<file path="config.mk">
export PLATFORM = sky130hd
export DESIGN_NAME = double_ended_queue
export DESIGN_NICKNAME = d
export VERILOG_FILES = /design/src/design/deq_pkg.sv /design/src/design/deq_ctrl.sv /design/src/design/deq_datapath.sv /design/src/design/double_ended_queue.sv
export VERILOG_INCLUDE_DIRS = /design/src /design/src/design
export SDC_FILE = /design/constraint.sdc
export NUM_CORES = 1
export LEC_CHECK = 0
export BUFFER_PORTS_ARGS = -buffer_cell sky130_fd_sc_hd__buf_2
export CAP_MARGIN = 20
export CELL_PAD_IN_SITES_DETAIL_PLACEMENT = 1
export CELL_PAD_IN_SITES_GLOBAL_PLACEMENT = 1
export CORE_MARGIN = 2
export CORE_UTILIZATION = 30
export DETAILED_ROUTE_END_ITERATION = 8
export GPL_TIMING_DRIVEN = 0
export PLACE_DENSITY_LB_ADDON = 0.1
export SLEW_MARGIN = 5
export SYNTH_ARGS = -nofsm -noshare
export SYNTH_HDL_FRONTEND = slang
export SYNTH_SLANG_ARGS = --single-unit
</file>
<file path="constraint.sdc">
create_clock -name clk -period 4.1 [get_ports clk]
set_input_delay 0.41 -clock clk [delete_from_list [all_inputs] [get_ports clk]]
set_output_delay 0.41 -clock clk [all_outputs]
set_load 0.05 [all_outputs]
</file>
<file path="src/design/double_ended_queue_macros.svh">
// Assertion macros for the double-ended queue.
// Included by files that carry concurrent assertions; depends on nothing else.
`ifndef DOUBLE_ENDED_QUEUE_MACROS_SVH
`define DOUBLE_ENDED_QUEUE_MACROS_SVH

// The consequent must hold in the same cycle as the antecedent.
`define DEQ_ASSERT_SAME(label, clk, rst, pre, post, msg) \
  label: assert property (@(posedge clk) disable iff (rst) (pre) |-> (post)) \
    else $error(msg);

// The consequent must hold in the cycle after the antecedent.
`define DEQ_ASSERT_NEXT(label, clk, rst, pre, post, msg) \
  label: assert property (@(posedge clk) disable iff (rst) (pre) |=> (post)) \
    else $error(msg);

`endif

</file>
<file path="src/design/deq_pkg.sv">
// Shared types and constants for the double-ended queue.
// Used by the controller, the datapath and the top level; depends on nothing.
`default_nettype none

package deq_pkg;

  localparam int OCC_W = 5;

  localparam logic [1:0] MODE_PUSH_FRONT = 2'd0;
  localparam logic [1:0] MODE_PUSH_BACK  = 2'd1;
  localparam logic [1:0] MODE_POP_FRONT  = 2'd2;
  localparam logic [1:0] MODE_POP_BACK   = 2'd3;

  localparam logic [1:0] STAT_DONE  = 2'd0;
  localparam logic [1:0] STAT_EMPTY = 2'd1;
  localparam logic [1:0] STAT_FULL  = 2'd2;

  typedef struct packed {
    logic [1:0]         mode;
    logic signed [31:0] value;
  } req_t;

  typedef struct packed {
    logic [1:0]         status;
    logic signed [31:0] removed_value;
    logic [OCC_W-1:0]   occupancy;
  } rsp_t;

  typedef struct packed {
    logic accept;
    logic load_out;
  } cmd_t;

endpackage

`default_nettype wire

</file>
<file path="src/design/deq_ctrl.sv">
// Controller of the double-ended queue: request sequencing and response valid.
// Depends on deq_pkg for the command struct.
`default_nettype none

module deq_ctrl (
  input  logic          clk,
  input  logic          rst,
  input  logic          req_valid,
  output logic          req_ready,
  output logic          rsp_valid,
  input  logic          rsp_ready,
  output deq_pkg::cmd_t cmd
);

  typedef enum logic [1:0] {
    ST_IDLE = 2'b01,
    ST_EXEC = 2'b10
  } state_t;

  state_t state;
  state_t state_next;
  logic   out_valid;
  logic   out_valid_next;

  assign req_ready    = (state == ST_IDLE);
  assign rsp_valid    = out_valid;
  assign cmd.accept   = req_valid && req_ready;
  assign cmd.load_out = (state == ST_EXEC) && (!out_valid || rsp_ready);

  always_comb begin
    state_next = state;
    unique case (state)
      ST_IDLE: begin
        if (cmd.accept) begin
          state_next = ST_EXEC;
        end
      end
      ST_EXEC: begin
        if (cmd.load_out) begin
          state_next = ST_IDLE;
        end
      end
      default: begin
        state_next = ST_IDLE;
      end
    endcase
  end

  always_comb begin
    if (cmd.load_out) begin
      out_valid_next = 1'b1;
    end else if (rsp_ready) begin
      out_valid_next = 1'b0;
    end else begin
      out_valid_next = out_valid;
    end
  end

  always_ff @(posedge clk) begin
    if (rst) begin
      state     <= ST_IDLE;
      out_valid <= 1'b0;
    end else begin
      state     <= state_next;
      out_valid <= out_valid_next;
    end
  end

endmodule

`default_nettype wire

</file>
<file path="src/design/deq_datapath.sv">
// Datapath of the double-ended queue: ring store, front pointer, count, response register.
// Depends on deq_pkg for payload and command types and the mode and status codes.
`default_nettype none

module deq_datapath #(
  parameter int CAPACITY = 16
) (
  input  logic          clk,
  input  logic          rst,
  input  deq_pkg::cmd_t cmd,
  input  deq_pkg::req_t req,
  output deq_pkg::rsp_t rsp
);

  localparam int PTR_W = (CAPACITY > 1) ? $clog2(CAPACITY) : 1;
  localparam int CNT_W = $clog2(CAPACITY + 1);
  localparam int EXT_W = (CNT_W > deq_pkg::OCC_W) ? CNT_W : deq_pkg::OCC_W;
  localparam logic [CNT_W:0]   CAP_S   = (CNT_W + 1)'(CAPACITY);
  localparam logic [PTR_W-1:0] LAST_IX = PTR_W'(CAPACITY - 1);

  logic [31:0]      mem [CAPACITY];
  logic [PTR_W-1:0] front;
  logic [PTR_W-1:0] front_next;
  logic [CNT_W-1:0] count;
  logic [CNT_W-1:0] count_next;
  logic [31:0]      rd_data;
  logic [1:0]       pend_status;
  logic             pend_pop;

  logic             full;
  logic             empty;
  logic [PTR_W-1:0] front_inc;
  logic [PTR_W-1:0] front_dec;
  logic [CNT_W:0]   back_sum;
  logic [CNT_W:0]   last_sum;
  logic [PTR_W-1:0] back_wr;
  logic [PTR_W-1:0] back_rd;
  logic             wr_en;
  logic [PTR_W-1:0] wr_addr;
  logic             rd_en;
  logic [PTR_W-1:0] rd_addr;
  logic [1:0]       status;
  logic [EXT_W-1:0] count_ext;

  assign full      = (count == CNT_W'(CAPACITY));
  assign empty     = (count == '0);
  assign front_inc = (front == LAST_IX) ? '0 : front + 1'b1;
  assign front_dec = (front == '0) ? LAST_IX : front - 1'b1;
  assign back_sum  = {1'b0, count} + (CNT_W + 1)'(front);
  assign last_sum  = back_sum - 1'b1;
  assign back_wr   = PTR_W'((back_sum >= CAP_S) ? back_sum - CAP_S : back_sum);
  assign back_rd   = PTR_W'((last_sum >= CAP_S) ? last_sum - CAP_S : last_sum);
  assign count_ext = EXT_W'(count);

  always_comb begin
    front_next = front;
    count_next = count;
    wr_en      = 1'b0;
    wr_addr    = back_wr;
    rd_en      = 1'b0;
    rd_addr    = front;
    status     = deq_pkg::STAT_DONE;
    case (req.mode)
      deq_pkg::MODE_PUSH_FRONT: begin
        if (full) begin
          status = deq_pkg::STAT_FULL;
        end else begin
          front_next = front_dec;
          count_next = count + 1'b1;
          wr_en      = 1'b1;
          wr_addr    = front_dec;
        end
      end
      deq_pkg::MODE_PUSH_BACK: begin
        if (full) begin
          status = deq_pkg::STAT_FULL;
        end else begin
          count_next = count + 1'b1;
          wr_en      = 1'b1;
        end
      end
      deq_pkg::MODE_POP_FRONT: begin
        if (empty) begin
          status = deq_pkg::STAT_EMPTY;
        end else begin
          front_next = front_inc;
          count_next = count - 1'b1;
          rd_en      = 1'b1;
        end
      end
      default: begin
        if (empty) begin
          status = deq_pkg::STAT_EMPTY;
        end else begin
          count_next = count - 1'b1;
          rd_en      = 1'b1;
          rd_addr    = back_rd;
        end
      end
    endcase
  end

  always_ff @(posedge clk) begin
    if (rst) begin
      front <= '0;
      count <= '0;
    end else if (cmd.accept) begin
      front <= front_next;
      count <= count_next;
    end
  end

  always_ff @(posedge clk) begin
    if (cmd.accept && wr_en) begin
      mem[wr_addr] <= req.value;
    end
  end

  always_ff @(posedge clk) begin
    if (cmd.accept && rd_en) begin
      rd_data <= mem[rd_addr];
    end
  end

  always_ff @(posedge clk) begin
    if (cmd.accept) begin
      pend_status <= status;
      pend_pop    <= rd_en;
    end
  end

  always_ff @(posedge clk) begin
    if (cmd.load_out) begin
      rsp.status        <= pend_status;
      rsp.removed_value <= pend_pop ? rd_data : '0;
      rsp.occupancy     <= count_ext[deq_pkg::OCC_W-1:0];
    end
  end

endmodule

`default_nettype wire

</file>
<file path="src/design/double_ended_queue.sv">
// Bounded double-ended queue of signed 32-bit values held in a ring store.
// Usage:
//   Requests arrive on req (mode, value) under req_valid/req_ready; each one
//   pushes at the front or back, or pops from the front or back.
//   Every transaction on req yields exactly one transaction on rsp (status,
//   removed_value, occupancy) under rsp_valid/rsp_ready, in request order.
//   A pop on an empty queue and a push on a full queue leave the contents
//   unchanged and are reported in status; removed_value is zero then.
//   After a request is accepted, the controller moves to its execute state and
//   from there loads the response register and raises rsp_valid. No new request
//   is accepted before the last one is in the response register: popped data
//   passes the synchronous read register of the ring store on its way there.
//   A response waiting on rsp does not block the next request from being
//   accepted; that request then holds until the response register frees up.
//   While rsp_ready is low nothing is lost: the response is held steady.
//   Synchronous reset empties the queue and drops any pending response;
//   store contents are not cleared and are only read after being written.
// Depends on deq_pkg, deq_ctrl, deq_datapath and the assertion macro header.
`default_nettype none

`include "double_ended_queue_macros.svh"

module double_ended_queue #(
  parameter int CAPACITY = 16
) (
  input  logic          clk,
  input  logic          rst,
  input  logic          req_valid,
  output logic          req_ready,
  input  deq_pkg::req_t req,
  output logic          rsp_valid,
  input  logic          rsp_ready,
  output deq_pkg::rsp_t rsp
);

  deq_pkg::cmd_t cmd;
  logic          rsp_drained;
  logic          rsp_refused;
  logic          rsp_has_value;

  deq_ctrl u_ctrl (
    .clk       (clk),
    .rst       (rst),
    .req_valid (req_valid),
    .req_ready (req_ready),
    .rsp_valid (rsp_valid),
    .rsp_ready (rsp_ready),
    .cmd       (cmd)
  );

  deq_datapath #(
    .CAPACITY (CAPACITY)
  ) u_datapath (
    .clk (clk),
    .rst (rst),
    .cmd (cmd),
    .req (req),
    .rsp (rsp)
  );

  assign rsp_drained   = rsp_valid && rsp_ready && !cmd.load_out;
  assign rsp_refused   = rsp_valid && (rsp.status != deq_pkg::STAT_DONE);
  assign rsp_has_value = (rsp.removed_value != '0);

  `DEQ_ASSERT_NEXT(a_busy_after_accept, clk, rst, cmd.accept, !req_ready, "accepted while busy")
  `DEQ_ASSERT_NEXT(a_load_gives_valid, clk, rst, cmd.load_out, rsp_valid, "response not shown")
  `DEQ_ASSERT_NEXT(a_taken_clears, clk, rst, rsp_drained, !rsp_valid, "response repeated")
  `DEQ_ASSERT_SAME(a_fail_no_value, clk, rst, rsp_refused, !rsp_has_value, "refusal with a value")

endmodule

`default_nettype wire
</file>
# ---- Yosys cells after proc, flatten, opt, wreduce, memory -nomap -nowiden
# Memory sizes are Yosys's and may differ from the RTL's. A register that Yosys moved wholly into a read port is not among the register bits.
# Cells that the tools add are included.
# Widths: inputs -> output; s select.
dict set report op_classes {
  reduce_logical 16
  n_eq_ne 12
  order_cmp 2
  addsub 8
  mux 28
}
# operator count
set ops {}
lappend ops {{$mux 4} 10}
lappend ops {{$mux 5} 3}
lappend ops {{$ge 6x5->1 const B} 2}
lappend ops {{$sub 4x1->4 const B} 3}
lappend ops {{$ne 2x2->1 const B} 5}
lappend ops {{$mux 1} 9}
lappend ops {{$mux 2} 4}
lappend ops {{$pmux 4 s2} 1}
lappend ops {{$add 5x4->6} 1}
lappend ops {{$sub 6x1->6 const B} 1}
lappend ops {{$add 5x1->5 const B} 1}
lappend ops {{$eq 5x5->1 const B} 1}
lappend ops {{$logic_not 5->1} 1}
lappend ops {{$sub 5x1->5 const B} 1}
lappend ops {{$add 4x1->4 const B} 1}
lappend ops {{$eq 2x1->1 const B} 2}
lappend ops {{$eq 2x2->1 const B} 2}
lappend ops {{$eq 4x4->1 const B} 1}
lappend ops {{$logic_and 1x1->1} 4}
lappend ops {{$logic_not 4->1} 1}
lappend ops {{$pmux 2 s2} 1}
lappend ops {{$reduce_and 4->1} 1}
lappend ops {{$reduce_bool 2->1} 2}
lappend ops {{$reduce_and 3->1} 1}
lappend ops {{other kinds (7)} 7}
dict set report totals {
  ff_bits 54
  output_inout_bits 41
  inputBits 38
  mem_bits_rw 512
  mem_count 1
  wordCells 76
}
# name depth word_bits read_ports rd_clocked_by_memory_dff write_ports line
set memory_table {}
lappend memory_table {u_datapath.mem 16 32 1 1 1 deq_datapath.sv:21} ;# logic [31:0] mem [CAPACITY];

# ---- Logic depth before layout (Yosys ltp)
# Gate-level depths: netlist of the first run.
dict set report logic_depth {
  depth_word 6
  depth_mapped 12
  ltp_nobuf 10
}

# ---- By module
# A second synthesis of the first run with hierarchy kept.
dict set report hier_totals {
  hier_cells 1524
  area_unflattened_um2 23403.7
}
# module n_inst area_each_um2 seq_area_each_um2 cells_each
set modules_own_cells {}
lappend modules_own_cells {deq_datapath 1 23267.3 17777.0 1511}
lappend modules_own_cells {deq_ctrl 1 136.4 60.1 13}

# ---- Worst setup path before layout of the first run
# No wires, ideal clock.
dict set report synth_timing {
  path_type {input port to flip-flop}
  from {input port req[33] (netlist bit)}
  to {register u_datapath.rd_data[0] (read register of u_datapath.mem) (enable)}
  arrival_ns 3.115
  setup_time_ns 0.461
  n_path_buf 1
  cell_stages 3
  required_time_ns 3.639
  path_slack_ns 0.524
  cell_sequence {clkbuf_1 > inv_1 > nor3_1}
}
dict set report synth_via {
  elab_chain_cells 4
  word_cells_on_any_way 8
  cone_classes {eq/ne (2); mux (2); reduce/logical (4)}
}
# item line
set synth_lines {}
lappend synth_lines {{start, declared} double_ended_queue.sv:30} ;# input deq_pkg::req_t req,
lappend synth_lines {{$eq 2x1->1 / $logic_not 2->1 (equally long branches)} deq_datapath.sv:63} ;# case (req.mode)
lappend synth_lines {{$reduce_or 2->1 (no source line)} -}
lappend synth_lines {{$mux 1} -}
lappend synth_lines {{$logic_and 1x1->1} deq_datapath.sv:120} ;# if (cmd.accept && rd_en) begin
lappend synth_lines {{end, declared} deq_datapath.sv:26} ;# logic [31:0] rd_data;
# Parallel ways exist; a longest one is shown, timed or not.
# A chain may end at the register's enable or synchronous reset.

# ---- Final worst setup path of the first run
dict set report layout_timing {
  from {register u_datapath.count[0]}
  to {register u_datapath.rd_data[22] (read register of u_datapath.mem) (data pin)}
}
dict set report layout_via {
  elab_chain_cells 6
  word_cells_on_any_way 11
  cone_classes {add/sub (3); order compare (1); mux (5); reduce/logical (2)}
}
# item line
set layout_lines {}
lappend layout_lines {{start, declared} deq_datapath.sv:24} ;# logic [CNT_W-1:0] count;
lappend layout_lines {{start signal, assigned} deq_datapath.sv:109} ;# count <= count_next;
lappend layout_lines {{$add 5x4->6} deq_datapath.sv:49} ;# assign back_sum = {1'b0, count} + (CNT_W + 1)'(front);
lappend layout_lines {{$sub 6x1->6} deq_datapath.sv:50} ;# assign last_sum = back_sum - 1'b1;
lappend layout_lines {{$ge 6x5->1 / $sub 4x1->4 (equally long branches)} deq_datapath.sv:52} ;# assign back_rd = PTR_W'((last_sum >= CAP_S) ? last_sum - CAP_S : last_sum);
lappend layout_lines {{$mux 4} deq_datapath.sv:52}
lappend layout_lines {{$mux 4} deq_datapath.sv:92} ;# if (empty) begin
lappend layout_lines {{$mux 4} deq_datapath.sv:63}
# Parallel ways exist; a longest one is shown, timed or not.

==> results of run 1 <==
metal layers:
| layer | up-vias | wire length [um] | track usage [%] |
|---|---|---|---|
| li1 | 6313 | - | - |
| met1 | 7547 | 36050 | 26.65 |
| met2 | 318 | 38360 | 33.24 |
| met3 | 115 | 3198 | 3.043 |
| met4 | 2 | 1656 | 5.516 |
| met5 | - | 12 | 0 |
final timing paths:
check	start	endpoint	slack, ns	depth (start not counted)
worst max-delay path	u_datapath.count[0]	u_datapath.rd_data[22]	0.21	10
worst min-delay path	rsp_ready	u_ctrl.rsp_valid	0.12	3
worst max register to register	u_datapath.count[0]	u_datapath.rd_data[22]	0.21	10
worst min register to register	u_datapath.pend_status[0]	u_datapath.rsp[37]	0.42	0
power by group:
| group | leakage, nW | switching [W] | internal (W) |
|---|---|---|---|
| combinational | 3.09 | 0.00223 | 0.000908 |
| sequential | 5.39 | 0.0000606 | 0.00695 |
| clock | 1.06 | 0.00252 | 0.00349 |
cells in the final DEF, fill, tap and decap left out, types with 5 or more instances in the layout:
master	netlist	routed
sky130_fd_sc_hd__a2111oi_0	28	17
sky130_fd_sc_hd__a2111oi_1	0	9
sky130_fd_sc_hd__a211oi_1	35	35
sky130_fd_sc_hd__a21oi_1	146	145
sky130_fd_sc_hd__a22oi_1	40	40
sky130_fd_sc_hd__a32o_1	32	32
sky130_fd_sc_hd__a32oi_1	56	56
sky130_fd_sc_hd__and2_1	33	33
sky130_fd_sc_hd__and3_1	38	38
sky130_fd_sc_hd__buf_1	7	8
sky130_fd_sc_hd__buf_12	0	15
sky130_fd_sc_hd__buf_16	0	6
sky130_fd_sc_hd__buf_2	32	109
sky130_fd_sc_hd__buf_6	12	16
sky130_fd_sc_hd__clkbuf_1	52	53
sky130_fd_sc_hd__clkbuf_16	0	73
sky130_fd_sc_hd__clkbuf_2	0	9
sky130_fd_sc_hd__clkinv_1	1	15
sky130_fd_sc_hd__clkinv_2	0	12
sky130_fd_sc_hd__dfxtp_1	12	12
sky130_fd_sc_hd__edfxtp_1	586	586
sky130_fd_sc_hd__ha_1	9	9
sky130_fd_sc_hd__inv_1	11	11
sky130_fd_sc_hd__mux2i_1	32	32
sky130_fd_sc_hd__nand2_1	263	263
sky130_fd_sc_hd__nor2_1	27	11
sky130_fd_sc_hd__nor2_4	0	16
sky130_fd_sc_hd__nor2b_1	6	5
sky130_fd_sc_hd__o21ai_0	7	7
sky130_fd_sc_hd__xnor2_1	6	6
state kept, by name, indices dropped and copies added, names as in the netlist:
name	count
u_datapath.rsp	39
u_datapath.mem	512
u_datapath.pend_pop	1
u_datapath.rd_data	32
u_datapath.front	4
u_datapath.pend_status	2
u_datapath.count	5
u_ctrl.rsp_valid	1
u_ctrl.state	2
cell type report:
| class | instances | area [um^2] |
|---|---|---|
| inverter | 12 | 45.04 |
| sequential | 598 | 17840 |
| multi-input combinational | 817 | 5189 |
| timing repair buffer | 104 | 913.4 |
| fill | 7957 | 49340 |
| clock buffer | 85 | 1872 |
| clock inverter | 35 | 289.0 |
| tap | 1040 | 1301 |
| buffer | 106 | 554.3 |
cells by family after synthesis:
logic type      count (synthesis)  share of synthesized area [%]
flops                         598                          76.21
simple gates                  388                          7.255
compound gates                371                          11.27
buf+inv                       119                          2.529
mux                            35                          1.513
xor+xnor                       12                         0.5667
fa+ha+maj                      11                         0.6522
through the flow:
step | instances | utilization [%] | setup WS (ns) | TNS [ns] | total power [W]
floorplan | 1534 | - | 0.5242 | 0 | 0.008781
global placement | 2651 | 32.44 | -3.089 | -1057.97 | 0.01019
detailed placement | 2677 | 33.31 | -0.4848 | -10.88 | 0.01028
CTS | 2797 | 36.13 | 0.01908 | 0 | 0.01634
global route | 2797 | 36.20 | -0.03267 | -0.03531 | 0.01677
finish | 2797 | 36.20 | 0.2063 | 0 | 0.01615
worst reg2reg max path, stage by stage, from the launching register on:
cell,delay (ns)
sky130_fd_sc_hd__dfxtp_1,0.39
sky130_fd_sc_hd__ha_1,0.26
sky130_fd_sc_hd__fa_1,0.38
sky130_fd_sc_hd__xor2_1,0.44
sky130_fd_sc_hd__nor3_1,0.11
sky130_fd_sc_hd__xnor3_1,0.31
sky130_fd_sc_hd__and3_1,0.18
sky130_fd_sc_hd__clkbuf_1,0.30
sky130_fd_sc_hd__buf_1,0.71
sky130_fd_sc_hd__a2111oi_0,0.25
sky130_fd_sc_hd__a32o_1,0.33
repair_timing:
| item | in CTS | in global routing |
|---|---|---|
| gates cloned | 0 | 0 |
| setup endpoints to repair | 32 | 27 |
| endpoints found under the hold margin | 2 | 0 |
| pin swaps | 0 | 0 |
| hold buffers | 1 | 0 |
| gates resized for setup | 4 | 37 |
==> impl_summary.txt, run 1 <==
----------------------------------------------------
[Critical path]
  Critical path cell sequence ... ha_1 -> fa_1 -> xor2_1 -> nor3_1 -> xnor3_1 -> and3_1 -> clkbuf_1 -> buf_1 -> a2111oi_0 -> a32o_1
  WP data required ... 4.46 ns
  Type of element launching the critical path ... register
  Buffer and inverter count on the worst path ... 2
  Cell with the biggest individual delay on the critical path ... sky130_fd_sc_hd__buf_1
  Kind of cell adding the most delay to the critical path ... buffers and inverters
  Crit path capture type ... register
  WP data arrival ... 4.25 ns
  Classification of the worst setup path ... register to register
  Max stage delay on crit path ... 0.71 ns
  Top fanout value on the critical path ... 10

[Drt]
  Violation count after the first detailed-routing iteration ... 1044
  Vias per inst ... 5.111
  Total DRC errors in the routed layout ... 0
  Mean routed wirelength per cell ... 28.34 um
  Number of antenna-violating nets in the routed design ... 0
  Final Routed Wirelength ... 79280 um
  First-pass iteration count of the detailed router ... 5
  Total vias in the final route ... 14300

[Timing]
  Slew at the pin closest to its max-slew limit ... 1.067 ns
  RSZ-0062 raised after global routing ... true
  Final period util ... 94.97%
  Max-slew violation total from the final report ... 0
  Fin Clk Skew ... 0.02310 ns
  Maximum clock rate ... 256.8 MHz
  Worst hold margin ... 0.1241 ns
  Final Hold Vio Count ... 0
  Max-Slew Margin vs Limit ... 28.88%
  Clock period minus final worst setup slack ... 3.894 ns
  Finish-stage setup viols ... 0

[Logic synthesis]
  Top-area cell type share of the netlist area ... 75.19%
  Area of the mapped netlist ... 23400 um^2
  Post-synth cell types ... 50
  Number of enable-type register cells in the synthesized netlist ... 586
  Share of synthesized registers carrying an async set or reset ... 0%
  Sequential fraction of the synthesis area ... 76.21%
  Primary FF master, synth ... sky130_fd_sc_hd__edfxtp_1
  Top cells by area in the synthesized netlist ... sky130_fd_sc_hd__edfxtp_1 (75%), sky130_fd_sc_hd__nand2_1 (4.2%), sky130_fd_sc_hd__a21oi_1 (3.1%)
  Total of flip-flops plus latches after synthesis ... 598
  Biggest area consumer among synthesized cells ... sky130_fd_sc_hd__edfxtp_1
  Most used standard cell by instance count after synthesis ... sky130_fd_sc_hd__edfxtp_1
  Synthesized area per cell ... 15.26 um^2
  Synthesized netlist net count ... 1583
  Most used standard cells in the synthesized netlist ... sky130_fd_sc_hd__edfxtp_1 (586), sky130_fd_sc_hd__nand2_1 (263), sky130_fd_sc_hd__a21oi_1 (146)
  Cell count after synthesis ... 1534
  Yosys warns ... 0

[Cells and area]
  Diode insertion count for antenna repair ... 0
  Ratio of cells with drive above 1 in the final layout ... 16.56%
  Design area ... 28000 um^2
  Final layout net count ... 1757
  Signed area change from the synthesized netlist to the final layout ... 19.64%

[Clocking]
  TritonCTS clock tree ... yes
  Clock slew at the register clock pins of the worst setup and hold paths ... 0.06 ns
  CTS Buffer Depth ... 3
  Root buf cell ... sky130_fd_sc_hd__clkbuf_16
  CTS Buf Count ... 69
  Maximum level of the CTS H-tree ... 3
  Clock insertion delay at the later pin of the skew report ... 0.62 ns
  Post-CTS Repair Setup Buffers ... 0
  Clock tree sinks ... 598

[Placement]
  HPWL after detailed placement ... 52870 um
  Placed inst area ... 25760 um^2
  RD Place Congestion ... 0.7700
  # port buffers ... 77

[Worst hold path]
  Hold WC Path Type ... input port to register

[Global route]
  Tot GR Track Use ... 19.81%
  GR Overflow Total ... 0
  Wire length of the first global-routing pass ... 113300 um
  Largest net degree at the start of global routing ... 22
  Number of global-route vias before repair ... 15090
  Number of antenna violations at the first check in global routing ... 2

[Floorplanning]
  Floorplan core area ... 77340 um^2
  Area of the die ... 80260 um^2
  Initial cell density of the core ... 30.26%
  I/O Pins ... 79
  Vert. Die Dim ... 283.3 um
  DIE WIDTH ... 283.3 um
  Standard-cell rows ... 102

[Power and ir drop]
  Worst-case vdd ir drop ... 281.9 uV
  Power Density ... 576.8 nW/um^2
  Leakage power summed over all cells ... 9.537 nW

[Run status]
  Result of the run ... complete, no violations

[Job]
  Number of max-capacitance violations reported ... 0

----------------------------------------------------
(Power assumes the default switching activity.)
==> run 2: changes to the inputs <==
REMOVE_ABC_BUFFERS = 1   (was not set)
==> run 2 against run 1 <==
Die area stayed put. Critical path type unchanged. Sequential power hardly changed. Sequential cell count stayed put. Via count is 4.1% lower. Clock power is 3.7% lower. Critical endpoint is now u_datapath.rd_data[30]. Sequential share of layout area is 0.069 points lower. Routed wire length is 14% lower.
==> impl_summary.txt, run 2 (synthesis results as in run 1) <==
----------------------------------------------------
[Cells and area]
  Number of flip-flops under the largest register name ... 512
  # fillers ... 7890
  Storage cell area ... 17840 um^2
  Most frequent cells in the layout ... sky130_fd_sc_hd__edfxtp_1 (586), sky130_fd_sc_hd__nand2_1 (263), sky130_fd_sc_hd__a21oi_1 (145)
  Most frequent standard cell in the layout excluding fill and tap cells ... sky130_fd_sc_hd__edfxtp_1
  Diode insertion count for antenna repair ... 0
  Ratio of cells with drive above 1 in the final layout ... 15.62%
  Register with the highest flop count ... u_datapath.mem
  Multi-input gate area in the final layout ... 5248 um^2
  Final layout net count ... 1684
  Signed area change from the synthesized netlist to the final layout ... 19.78%
  Largest registers ranked by flip-flop count ... u_datapath.mem: 512 flops, u_datapath.rsp: 39 flops, u_datapath.rd_data: 32 flops

[Placement]
  Worst setup slack after placement ... -0.1905 ns
  HPWL after detailed placement ... 41370 um
  RD Place Congestion ... 0.6896
  # port buffers ... 78

[Critical path]
  Worst R2R Start ... u_datapath.front[0]
  Classification of the worst setup path ... register to register
  WP data arrival ... 4.34 ns
  FF-to-FF End ... u_datapath.rd_data[30]
  Type of element launching the critical path ... register
  Register-to-Register Path Depth ... 10
  WP data required ... 4.55 ns
  Crit path capture type ... register
  Top fanout value on the critical path ... 21
  Internal reg-to-reg setup slack ... 0.21 ns

[Drt]
  Final Routed Wirelength ... 68180 um
  WL met1 ... 31420 um
  Vias per inst ... 5.034
  First-pass iteration count of the detailed router ... 7
  Number of antenna-violating nets in the routed design ... 0
  Length of routed met2 wiring ... 32980 um
  Mean routed wirelength per cell ... 25.03 um
  Total vias in the final route ... 13710
  WL met3 ... 2518 um
  Total DRC errors in the routed layout ... 0
  Violation count after the first detailed-routing iteration ... 856
  Highest routing layer actually used ... met5

[Floorplanning]
  DIE WIDTH ... 283.3 um
  Area of the die ... 80260 um^2
  Vert. Die Dim ... 283.3 um
  I/O Pins ... 79
  Floorplan core area ... 77340 um^2
  Standard-cell rows ... 102
  Initial cell density of the core ... 30.26%

[Run status]
  Result of the run ... complete, no violations

[Timing]
  Worst hold margin ... 0.1620 ns
  Finish-stage setup viols ... 0
  Max-Slew Margin vs Limit ... 31.89%
  Final Hold Vio Count ... 0
  Max-slew violation total from the final report ... 0
  Fin Clk Skew ... 0.02523 ns
  Post-layout worst setup margin ... 0.2133 ns
  Setup TNS after final layout ... 0 ns
  Clock period minus final worst setup slack ... 3.887 ns
  Maximum clock rate ... 257.3 MHz
  Final period util ... 94.80%
  RSZ-0062 raised after global routing ... false
  Slew at the pin closest to its max-slew limit ... 1.016 ns

[Clocking]
  CTS Buffer Depth ... 3
  Hold buffers post-CTS ... 0
  TritonCTS clock tree ... yes
  Root buf cell ... sky130_fd_sc_hd__clkbuf_16
  Clock insertion delay at the later pin of the skew report ... 0.60 ns
  CTS Buf Count ... 70
  Post-CTS Repair Setup Buffers ... 0
  Clock slew at the register clock pins of the worst setup and hold paths ... 0.06 ns
  Clock tree sinks ... 598
  Maximum level of the CTS H-tree ... 3

[Worst hold path]
  Number of stages on the worst hold path ... 2
  Hold WC Path Type ... input port to register
  Worst min-delay path startpoint ... rst
  Hold Crit Endpoint ... u_datapath.front[1]

[Power and ir drop]
  Switching power as a share of total power ... 27.56%
  Clock share of power ... 37.2%
  Cell-internal power ... 0.01126 W
  Worst-case vdd ir drop ... 221.8 uV
  Power dissipated by switching net loads ... 0.004284 W
  Sequential Power Share ... 45.2%
  Leakage power summed over all cells ... 9.491 nW
  Comb power frac ... 17.6%
  Power Density ... 554.4 nW/um^2

[Global route]
  Largest net degree at the start of global routing ... 97
  Wire length of the first global-routing pass ... 100900 um
  GR Overflow Total ... 0
  Number of global-route vias before repair ... 14340
  Tot GR Track Use ... 17.02%
  Number of antenna violations at the first check in global routing ... 5

[Job]
  Number of max-capacitance violations reported ... 0

----------------------------------------------------
## run 2: changes by cell type in the layout (fill, tap and decap cells not counted), moves of 7 or more
| cell | delta |
|---|---|
| sky130_fd_sc_hd__buf_12 | +12 |
| sky130_fd_sc_hd__buf_2 | -31 |
| sky130_fd_sc_hd__buf_1 | -8 |
| sky130_fd_sc_hd__buf_6 | -14 |
| sky130_fd_sc_hd__clkbuf_1 | -30 |
| sky130_fd_sc_hd__buf_16 | +10 |
| sky130_fd_sc_hd__clkinv_2 | -7 |
| sky130_fd_sc_hd__clkbuf_2 | -9 |
## run 2: worst max-delay path: stages (launching register included)
cell,delay [ns]
sky130_fd_sc_hd__dfxtp_1,0.42
sky130_fd_sc_hd__ha_1,0.27
sky130_fd_sc_hd__fa_1,0.38
sky130_fd_sc_hd__xor2_1,0.52
sky130_fd_sc_hd__nor3_1,0.11
sky130_fd_sc_hd__xnor3_1,0.27
sky130_fd_sc_hd__a21oi_4,0.58
sky130_fd_sc_hd__buf_12,0.29
sky130_fd_sc_hd__or2_4,0.46
sky130_fd_sc_hd__buf_16,0.23
sky130_fd_sc_hd__a32o_1,0.21
## run 2: timing repair
action,CTS,global route
gates resized for setup,8,11
hold endpoints to repair,0,0
setup endpoints to repair,11,24
## run 2: final cells by class
cell class,instances,area share (%)
clock inverters,26,0.6561
clock buffers,95,6.735
well taps,1040,4.642
repair buffers,136,5.454
multi-input cells,817,18.72
flip-flops and latches,598,63.63
inverters,12,0.1607
## run 2: power groups by stage
| stage | Clock, W | Combinational [W] | Sequential [W] |
|---|---|---|---|
| 6_report | 0.00579 | 0.00273 | 0.00702 |
| 5_1_grt | 0.00620 | 0.00301 | 0.00704 |
| 4_1_cts | 0.00599 | 0.00278 | 0.00703 |
| 3_5_place_dp | 0 | 0.00275 | 0.00715 |
| 3_3_place_gp | 0 | 0.00264 | 0.00718 |
| 2_1_floorplan | 0 | 0.00157 | 0.00715 |
## run 2: per-layer routing
layer,track usage (%),vias to the layer above
met5,0,-
li1,-,6187
met3,2.585,94
met2,28.21,239
met1,23.34,7187
met4,4.418,6
## run 2: how the worst max path moves through the flow
stage                             start                     end  slack (ns)
floorplan           u_datapath.count[1]  u_datapath.rd_data[13]       -3.44
global placement    u_datapath.count[1]  u_datapath.rd_data[27]      -10.19
detailed placement  u_datapath.front[0]  u_datapath.rd_data[14]       -0.19
CTS                 u_datapath.front[0]   u_datapath.rd_data[8]      -0.003
global route        u_datapath.front[0]  u_datapath.rd_data[18]       0.007
finish              u_datapath.front[0]  u_datapath.rd_data[30]        0.21
## run 2: through the flow
stage | std cells | power (W) | util, % | cell area, um^2
2_1_floorplan | 1427 | 0.008723 | - | 22860
3_3_place_gp | 2545 | 0.009826 | 31.74 | 24550
3_5_place_dp | 2603 | 0.009906 | 33.48 | 25890
4_1_cts | 2724 | 0.01580 | 36.20 | 28000
5_1_grt | 2724 | 0.01625 | 36.25 | 28030
6_report | 2724 | 0.01554 | 36.25 | 28030
